### src/rtl/core/plb_pkg.sv
// Shared types and constants for the positional list buffer.
`timescale 1ns / 1ps

package plb_pkg;

    localparam int unsigned DEPTH_DEF = 16;
    // Cell index width that covers depths up to 128
    localparam int unsigned IDX_W     = 7;
    localparam int unsigned DATA_W    = 32;
    localparam int unsigned LEN_W     = 5;
    localparam int unsigned POS_W     = 5;

    typedef enum logic [2:0] {
        REQ_INS_FRONT = 3'd0,
        REQ_INS_BACK  = 3'd1,
        REQ_INS_POS   = 3'd2,
        REQ_DEL_FRONT = 3'd3,
        REQ_DEL_BACK  = 3'd4,
        REQ_DEL_POS   = 3'd5,
        REQ_READ      = 3'd6
    } t_req;

    typedef enum logic [1:0] {
        ST_OK     = 2'd0,
        ST_BADPOS = 2'd1,
        ST_EMPTY  = 2'd2,
        ST_FULL   = 2'd3
    } t_status;

    typedef enum logic [1:0] {
        CELL_HOLD,
        CELL_INSERT,
        CELL_REMOVE,
        CELL_ROTATE
    } t_cell_op;

    // Broadcast to every cell; each cell compares idx with its own place
    typedef struct packed {
        t_cell_op           op;
        logic [IDX_W-1:0]   idx;
    } t_cmd;

    typedef enum logic {
        S_IDLE,
        S_READ
    } t_state;

endpackage

### src/rtl/core/plb_cell.sv
// One storage cell of the list chain.
`timescale 1ns / 1ps

module plb_cell #(
    parameter int unsigned IDX = 0
) (
    input  logic                                i_clk,
    input  plb_pkg::t_cmd                       i_cmd,
    input  logic signed [plb_pkg::DATA_W-1:0]   i_ins,
    input  logic signed [plb_pkg::DATA_W-1:0]   i_left,
    input  logic signed [plb_pkg::DATA_W-1:0]   i_right,
    input  logic signed [plb_pkg::DATA_W-1:0]   i_head,
    output logic signed [plb_pkg::DATA_W-1:0]   o_val
);

    localparam logic [plb_pkg::IDX_W-1:0] MY_IDX = plb_pkg::IDX_W'(IDX);

    logic signed [plb_pkg::DATA_W-1:0] r_val;
    logic signed [plb_pkg::DATA_W-1:0] n_val;

    always_comb begin
        n_val = r_val;
        unique case (i_cmd.op)
            plb_pkg::CELL_INSERT: begin
                if (MY_IDX == i_cmd.idx) begin
                    n_val = i_ins;
                end else if (MY_IDX > i_cmd.idx) begin
                    n_val = i_left;
                end
            end
            plb_pkg::CELL_REMOVE: begin
                if (MY_IDX >= i_cmd.idx) begin
                    n_val = i_right;
                end
            end
            // idx marks the tail; it takes the head so the list wraps around
            plb_pkg::CELL_ROTATE: begin
                if (MY_IDX == i_cmd.idx) begin
                    n_val = i_head;
                end else if (MY_IDX < i_cmd.idx) begin
                    n_val = i_right;
                end
            end
            default: begin
                n_val = r_val;
            end
        endcase
    end

    always_ff @(posedge i_clk) begin
        r_val <= n_val;
    end

    assign o_val = r_val;

endmodule

### src/rtl/core/positional_list_buffer.sv
// Top level: request decode, list control and the chain of storage cells.
// Insert/delete/no-op requests: one result, registered and shown in the cycle after the beat is taken;
// such requests can be taken every cycle while the result side keeps up.
// Readout of N elements: the read state loads them one per cycle while the result side keeps up,
// rotating the chain one cell per element; the next request is taken once the last one is out.
// Synchronous active-low reset empties the list and drops the output valid.
`timescale 1ns / 1ps

module positional_list_buffer #(
    parameter int unsigned DEPTH = plb_pkg::DEPTH_DEF
) (
    input  logic                                i_clk,
    input  logic                                i_rst_n,
    input  logic                                i_in_valid,
    output logic                                o_in_stall,
    input  logic [2:0]                          i_req_type,
    input  logic signed [plb_pkg::DATA_W-1:0]   i_value,
    input  logic [plb_pkg::POS_W-1:0]           i_position,
    output logic                                o_out_valid,
    input  logic                                i_out_stall,
    output logic [1:0]                          o_out_status,
    output logic signed [plb_pkg::DATA_W-1:0]   o_out_element,
    output logic [plb_pkg::LEN_W-1:0]           o_out_length,
    output logic                                o_out_last
);

    localparam int unsigned CNT_W = $clog2(DEPTH + 1);
    localparam int unsigned CMP_W = ((CNT_W > plb_pkg::POS_W) ? CNT_W : plb_pkg::POS_W) + 1;

    plb_pkg::t_state                    r_state;
    plb_pkg::t_state                    n_state;
    logic [CNT_W-1:0]                   r_count;
    logic [CNT_W-1:0]                   n_count;
    logic [CNT_W-1:0]                   r_rd_left;
    logic [CNT_W-1:0]                   n_rd_left;
    logic                               r_out_valid;
    logic                               n_out_valid;
    plb_pkg::t_status                   r_out_status;
    plb_pkg::t_status                   n_out_status;
    logic signed [plb_pkg::DATA_W-1:0]  r_out_element;
    logic signed [plb_pkg::DATA_W-1:0]  n_out_element;
    logic [plb_pkg::LEN_W-1:0]          r_out_length;
    logic                               r_out_last;
    logic                               n_out_last;
    logic                               n_load;

    plb_pkg::t_cmd                      w_cmd;
    logic                               w_out_free;
    logic                               w_accept;
    logic                               w_full;
    logic [CMP_W-1:0]                   w_pos_ext;
    logic [CMP_W-1:0]                   w_cnt_ext;
    logic [CMP_W-1:0]                   w_ncnt_ext;
    logic signed [plb_pkg::DATA_W-1:0]  w_cell [DEPTH];

    assign w_out_free = !r_out_valid || !i_out_stall;
    assign o_in_stall = !((r_state == plb_pkg::S_IDLE) && w_out_free);
    assign w_accept   = i_in_valid && !o_in_stall;
    assign w_full     = (r_count == CNT_W'(DEPTH));
    assign w_pos_ext  = CMP_W'(i_position);
    assign w_cnt_ext  = CMP_W'(r_count);
    assign w_ncnt_ext = CMP_W'(n_count);

    // next state
    always_comb begin
        n_state = r_state;
        unique case (r_state)
            plb_pkg::S_IDLE: begin
                if (w_accept && (plb_pkg::t_req'(i_req_type) == plb_pkg::REQ_READ)
                        && (r_count != '0)) begin
                    n_state = plb_pkg::S_READ;
                end
            end
            plb_pkg::S_READ: begin
                if (w_out_free && (r_rd_left == CNT_W'(1))) begin
                    n_state = plb_pkg::S_IDLE;
                end
            end
            default: begin
                n_state = plb_pkg::S_IDLE;
            end
        endcase
    end

    // outputs: chain command, count update and result register load
    always_comb begin
        w_cmd.op      = plb_pkg::CELL_HOLD;
        w_cmd.idx     = '0;
        n_count       = r_count;
        n_rd_left     = r_rd_left;
        n_load        = 1'b0;
        n_out_status  = r_out_status;
        n_out_element = r_out_element;
        n_out_last    = r_out_last;
        unique case (r_state)
            plb_pkg::S_IDLE: begin
                if (w_accept) begin
                    n_load        = 1'b1;
                    n_out_status  = plb_pkg::ST_OK;
                    n_out_element = '0;
                    n_out_last    = 1'b1;
                    unique case (plb_pkg::t_req'(i_req_type))
                        plb_pkg::REQ_INS_FRONT: begin
                            if (w_full) begin
                                n_out_status = plb_pkg::ST_FULL;
                            end else begin
                                w_cmd.op  = plb_pkg::CELL_INSERT;
                                w_cmd.idx = '0;
                                n_count   = r_count + CNT_W'(1);
                            end
                        end
                        plb_pkg::REQ_INS_BACK: begin
                            if (w_full) begin
                                n_out_status = plb_pkg::ST_FULL;
                            end else begin
                                w_cmd.op  = plb_pkg::CELL_INSERT;
                                w_cmd.idx = plb_pkg::IDX_W'(r_count);
                                n_count   = r_count + CNT_W'(1);
                            end
                        end
                        plb_pkg::REQ_INS_POS: begin
                            if ((i_position == '0) || (w_pos_ext > w_cnt_ext + CMP_W'(1))) begin
                                n_out_status = plb_pkg::ST_BADPOS;
                            end else if (w_full) begin
                                n_out_status = plb_pkg::ST_FULL;
                            end else begin
                                w_cmd.op  = plb_pkg::CELL_INSERT;
                                w_cmd.idx = plb_pkg::IDX_W'(i_position - plb_pkg::POS_W'(1));
                                n_count   = r_count + CNT_W'(1);
                            end
                        end
                        plb_pkg::REQ_DEL_FRONT: begin
                            if (r_count == '0) begin
                                n_out_status = plb_pkg::ST_EMPTY;
                            end else begin
                                w_cmd.op  = plb_pkg::CELL_REMOVE;
                                w_cmd.idx = '0;
                                n_count   = r_count - CNT_W'(1);
                            end
                        end
                        plb_pkg::REQ_DEL_BACK: begin
                            if (r_count == '0) begin
                                n_out_status = plb_pkg::ST_EMPTY;
                            end else begin
                                w_cmd.op  = plb_pkg::CELL_REMOVE;
                                w_cmd.idx = plb_pkg::IDX_W'(r_count - CNT_W'(1));
                                n_count   = r_count - CNT_W'(1);
                            end
                        end
                        plb_pkg::REQ_DEL_POS: begin
                            if (r_count == '0) begin
                                n_out_status = plb_pkg::ST_EMPTY;
                            end else if ((i_position == '0) || (w_pos_ext > w_cnt_ext)) begin
                                n_out_status = plb_pkg::ST_BADPOS;
                            end else begin
                                w_cmd.op  = plb_pkg::CELL_REMOVE;
                                w_cmd.idx = plb_pkg::IDX_W'(i_position - plb_pkg::POS_W'(1));
                                n_count   = r_count - CNT_W'(1);
                            end
                        end
                        plb_pkg::REQ_READ: begin
                            if (r_count == '0) begin
                                n_out_status = plb_pkg::ST_EMPTY;
                            end else begin
                                // elements follow from the read state
                                n_load    = 1'b0;
                                n_rd_left = r_count;
                            end
                        end
                        default: begin
                        end
                    endcase
                end
            end
            plb_pkg::S_READ: begin
                if (w_out_free) begin
                    n_load        = 1'b1;
                    n_out_status  = plb_pkg::ST_OK;
                    n_out_element = w_cell[0];
                    n_out_last    = (r_rd_left == CNT_W'(1));
                    w_cmd.op      = plb_pkg::CELL_ROTATE;
                    w_cmd.idx     = plb_pkg::IDX_W'(r_count - CNT_W'(1));
                    n_rd_left     = r_rd_left - CNT_W'(1);
                end
            end
            default: begin
            end
        endcase
        n_out_valid = n_load || (r_out_valid && i_out_stall);
    end

    always_ff @(posedge i_clk) begin
        if (!i_rst_n) begin
            r_state     <= plb_pkg::S_IDLE;
            r_count     <= '0;
            r_rd_left   <= '0;
            r_out_valid <= 1'b0;
        end else begin
            r_state     <= n_state;
            r_count     <= n_count;
            r_rd_left   <= n_rd_left;
            r_out_valid <= n_out_valid;
        end
    end

    always_ff @(posedge i_clk) begin
        if (n_load) begin
            r_out_status  <= n_out_status;
            r_out_element <= n_out_element;
            r_out_length  <= w_ncnt_ext[plb_pkg::LEN_W-1:0];
            r_out_last    <= n_out_last;
        end
    end

    // chain: each cell sees its neighbors; the head feeds the tail on rotate
    for (genvar g = 0; g < DEPTH; g++) begin : g_cell
        logic signed [plb_pkg::DATA_W-1:0] w_left;
        logic signed [plb_pkg::DATA_W-1:0] w_right;
        if (g == 0) begin : g_first
            assign w_left = i_value;
        end else begin : g_mid_l
            assign w_left = w_cell[g-1];
        end
        if (g == DEPTH - 1) begin : g_last
            assign w_right = w_cell[g];
        end else begin : g_mid_r
            assign w_right = w_cell[g+1];
        end
        plb_cell #(
            .IDX (g)
        ) u_cell (
            .i_clk   (i_clk),
            .i_cmd   (w_cmd),
            .i_ins   (i_value),
            .i_left  (w_left),
            .i_right (w_right),
            .i_head  (w_cell[0]),
            .o_val   (w_cell[g])
        );
    end

    assign o_out_valid   = r_out_valid;
    assign o_out_status  = r_out_status;
    assign o_out_element = r_out_element;
    assign o_out_length  = r_out_length;
    assign o_out_last    = r_out_last;

endmodule

### config.mk
export PLATFORM = sky130hd
export DESIGN_NAME = positional_list_buffer
export DESIGN_NICKNAME = d
export VERILOG_FILES = /design/src/rtl/core/plb_pkg.sv /design/src/rtl/core/plb_cell.sv /design/src/rtl/core/positional_list_buffer.sv
export SDC_FILE = /design/constraint.sdc
export NUM_CORES = 2
export LEC_CHECK = 0
export CAP_MARGIN = 20
export CORE_UTILIZATION = 50
export DETAILED_ROUTE_END_ITERATION = 12
export DONT_BUFFER_PORTS = 1
export PLACE_DENSITY = 0.68
export SLEW_MARGIN = 20
export SYNTH_ARGS = -nofsm -noshare
export SYNTH_HDL_FRONTEND = slang
export SYNTH_SLANG_ARGS = --single-unit
### constraint.sdc
create_clock -name i_clk -period 5.45 [get_ports i_clk]
set_input_delay 0.8175 -clock i_clk [delete_from_list [all_inputs] [get_ports i_clk]]
set_output_delay 0.8175 -clock i_clk [all_outputs]
set_load 0.02 [all_outputs]
==> impl_summary.md <==
STA
Derived from the worst setup path, the maximum achievable clock frequency is 203 MHz. The summed negative setup slack over all endpoints is 0 ps. The worst path in the final design needs a cycle of 4940 ps, including I/O delays and setup. The worst path setup slack after routing is 514 ps. Setup repair after global routing left no endpoint under its margin. For the pin with the worst max-slew slack, the measured transition is about 1100 ps.

The clock arrives with 20.3 ps of skew. In this run the tightest slew margin relative to its limit is 0.263. The number of max-slew violations in the final report is 0.

Setup violations remaining at the end of the flow were counted as 0. Dividing the final minimum period by the clock period gives 0.906. The final hold violation count is 0.

Critical path
The most critical setup path has its startpoint at r_count[0]. For the worst flop-to-flop path, the logic depth is 14. Grouping stages by cell kind, the critical path spends the most delay in compound AO/OA/AOI/OAI gates. Along the worst path, the maximum fanout reaches 24. The kind of end point of the critical path is a register. The delay of the slowest cell on the worst path is 770 ps. Traced cell by cell, the critical path runs through inv_1, ha_1, inv_1, ha_1, nor2b_1, o21bai_1, a31o_2, and2_1, o21a_1, a211o_1, nor3b_4, mux2i_4, buf_4, a221o_1. For this design, the slowest cell found on the critical path is nor3b_4. The critical path start-end classification is reg2reg. At the worst endpoint, the required time is 5950 ps. The combined buffer and inverter count along the critical path is 3. The worst reg-to-reg setup slack is 510 ps. The worst setup path is launched from a register. The worst path arrival time is roughly 5400 ps. In this run the critical register-to-register path is launched from r_count[0].

The depth of the critical timing path with buffers and inverters included is 14.

Power
Of the total power, registers draw 0.484. The internal power of the cells totals 9.02 mW. The design draws around 13 mW.

The peak supply drop is 289 µV. The areal power density over the cells is about 430 mW/mm². The net switching fraction of the power is 0.313.

The analysis attributes to cell leakage a power of 11.3 nW. The fraction of power consumed by combinational cells is 0.219. For this design the total switching power over the nets is 4.11 mW.

The share of total power dissipated in the clock network is 0.298.

Floorplan
In this run the horizontal extent of the chip is roughly 240 µm. The initial standard-cell utilization of the core is 0.508. The die covers between 0.05 and 0.06 mm². The total area inside the core boundary comes to 0.0553 mm². In this run the vertical extent of the chip is approximately 240 µm. 86 I/O pins were placed. Row generation in the floorplan step produced 86 rows.

Clock tree
The number of buffers inserted during clock tree synthesis is 58. At the later pin of the worst-skew pair, clock insertion delay measures 650 ps. The maximum level of the CTS H-tree is 2. The TritonCTS clock tree is yes. Clock-pin slew was measured on the worst setup and hold paths at 60 ps. The root buffer cell chosen for the clock tree is clkbuf_16. The clock drives between 500 and 600 sinks. For this design, the CTS-stage hold fixing added 0 buffers. The post-CTS setup buffer count is 0. The clock passes through at most 3 buffers.

The quantity of gates resized following cts is 0.

Yosys
Counting flops with a built-in enable in the synthesized netlist gives 552. The cell accounting for the most synthesized area is edfxtp_1. The share of the synthesized area in the top cell type is 0.590. The synthesized net count is 2,413. The leading cell type by number of instances after synthesis is edfxtp_1. The number of warnings printed during yosys synthesis is 0. The unique cell type count in the Yosys netlist is 76. The fraction of registers with async set/reset is 0. Yosys attributes the largest share of cell area to edfxtp_1 59%, a221o_1 14%, nor2_1 5.2%, nand2_1 3.1%, a22o_1 2.1%. Among all flip-flop cells after synthesis, the most frequent one is edfxtp_1. Summing every instance area after synthesis gives 0.0281 mm². The post-synthesis sequential element count is 564. The post-synthesis cell count is 2,352. For this run, the register share of the synthesized area comes to 0.598. In this run the mean area of a mapped cell was between 10 and 15 µm². The commonest cells after synthesis are 552 x edfxtp_1, 388 x nor2_1, 384 x a221o_1, 229 x nand2_1, 154 x clkbuf_1.

Worst hold path
Counting instances, the worst hold path has a depth of 1. The kind of path behind the tightest hold check is in2reg. The worst hold path begins at i_rst_n.

Place
The congestion estimate from routability-driven global placement came to between 0.9 and 1. The count of buffers added on input and output ports is 0. OpenSTA, run right after detailed placement, puts the worst setup slack at 665 ps. The estimated wirelength of the detail-placed design is 60.0 mm.

Finish
The antenna diode count is 0. After the last flow step, the layout net total stands at 2,328. Of the cells placed in the final design, the portion with a size suffix greater than 1 is 0.0924. Relative to the synthesized area, the layout overhead comes to 9.71%.

Fill cells in the final layout number 4,535.

Detailed routing
Wires add up to a little under 100 mm. Wire segments on met2 add up to about 43 mm in the final route. The routed metal-1 wirelength is 36.3 mm. The top routing layer in use is met5. The detailed-route wire length per cell is 31.4 µm.

The iteration-0 DRC count of the detailed router is 3,260. Before antenna repair, the detailed router went through 6 iterations. Across all layers, the routed design uses 22.1k vias. The post-route DRC violation count is 0. The total length of routed met3 wires is 12.8 mm. Dividing the detail-routed via count by the number of cells gives about 7. The number of nets still failing antenna checks after routing is 0.

GRT
The number of global-route vias before repair is ~21k. The global-route wire length before repair is 142 mm. Entering global routing, the biggest net connects 66 pins. The initial antenna violation count is 4.

Summed over all layers, the global routing overflow is 0. The total global-route track usage is 0.335.

Outcome
The flow ran to the end, and the final reports show no timing, DRC or antenna violations.

Job
The number of violations of the max-capacitance limit is 0.
worst reg2reg max path: cells and delay by family, from the launching register on:
family	cells	cell delay (ps)
buf+inv	3	760
compound gates	5	1290
simple gates	3	1090
flops	1	440
mux	1	550
fa+ha+maj	2	670
metal layers:
metal	global-route usage	vias up
met4	0.146	6
met5	0	-
met1	0.457	10900
li1	-	9023
met2	0.511	1787
met3	0.0754	309
logic make-up after synthesis:
family,after synthesis,synth area share
compound gates,677,0.213
xor+xnor,9,0.00281
fa+ha+maj,17,0.00757
buf+inv,249,0.0404
flops,564,0.598
mux,34,0.0122
simple gates,802,0.126
worst paths after layout:
kind | endpoint
max | g_cell[1].u_cell.o_val[28]
min | r_count[4]
max reg2reg | g_cell[1].u_cell.o_val[28]
min reg2reg | r_rd_left[0]
power groups by stage:
stage               clock (mW)  sequential, mW  combinational, mW
floorplan                    0            6.18               1.88
global placement             0            6.40               2.69
detailed placement           0            6.40               2.77
CTS                       3.91            6.33               2.78
global route              4.06            6.38               2.99
finish                    3.91            6.35               2.87
registers in the layout, indices dropped and copies added, names as in the netlist:
signal               cells
g_cell.u_cell.o_val    512
o_out_length             5
r_rd_left                5
o_out_element           32
o_out_valid              1
r_state                  1
r_count                  5
o_out_status             2
o_out_last               1
cell type report:
cell class | instances | area, µm² | area share
inverter | 14 | 52.6 | 0.00170
tap | 748 | 936 | 0.0304
multi-input combinational | 1539 | 10400 | 0.336
clock inverter | 45 | 335 | 0.0109
timing repair buffer | 90 | 851 | 0.0276
sequential | 564 | 16800 | 0.546
clock buffer | 63 | 1470 | 0.0477
layout by cell type (no fill, tap or decap), types with 13 or more instances in the layout:
master / instances
buf_12: 14
clkbuf_16: 58
a21oi_1: 18
a21o_1: 74
a22o_1: 67
mux2i_1: 32
inv_1: 13
and2_1: 82
nand2_1: 229
nand3_1: 17
o21ai_0: 52
and3_1: 34
clkinv_1: 25
nor2_1: 386
ha_1: 17
buf_4: 76
edfxtp_1: 552
a221o_1: 384
metrics by stage:
step / cells / instance area (µm²) / util / hold WS (ps)
5_1_grt: 3063 / 30800 / 0.557 / 307
6_report: 3063 / 30800 / 0.557 / 313
3_5_place_dp: 2955 / 29000 / 0.525 / 521
4_1_cts: 3063 / 30800 / 0.557 / 288
3_3_place_gp: 2955 / 29000 / 0.525 / 519
2_1_floorplan: 2352 / 28100 / - / 477
Note: power is estimated with default switching activity, not from simulation.
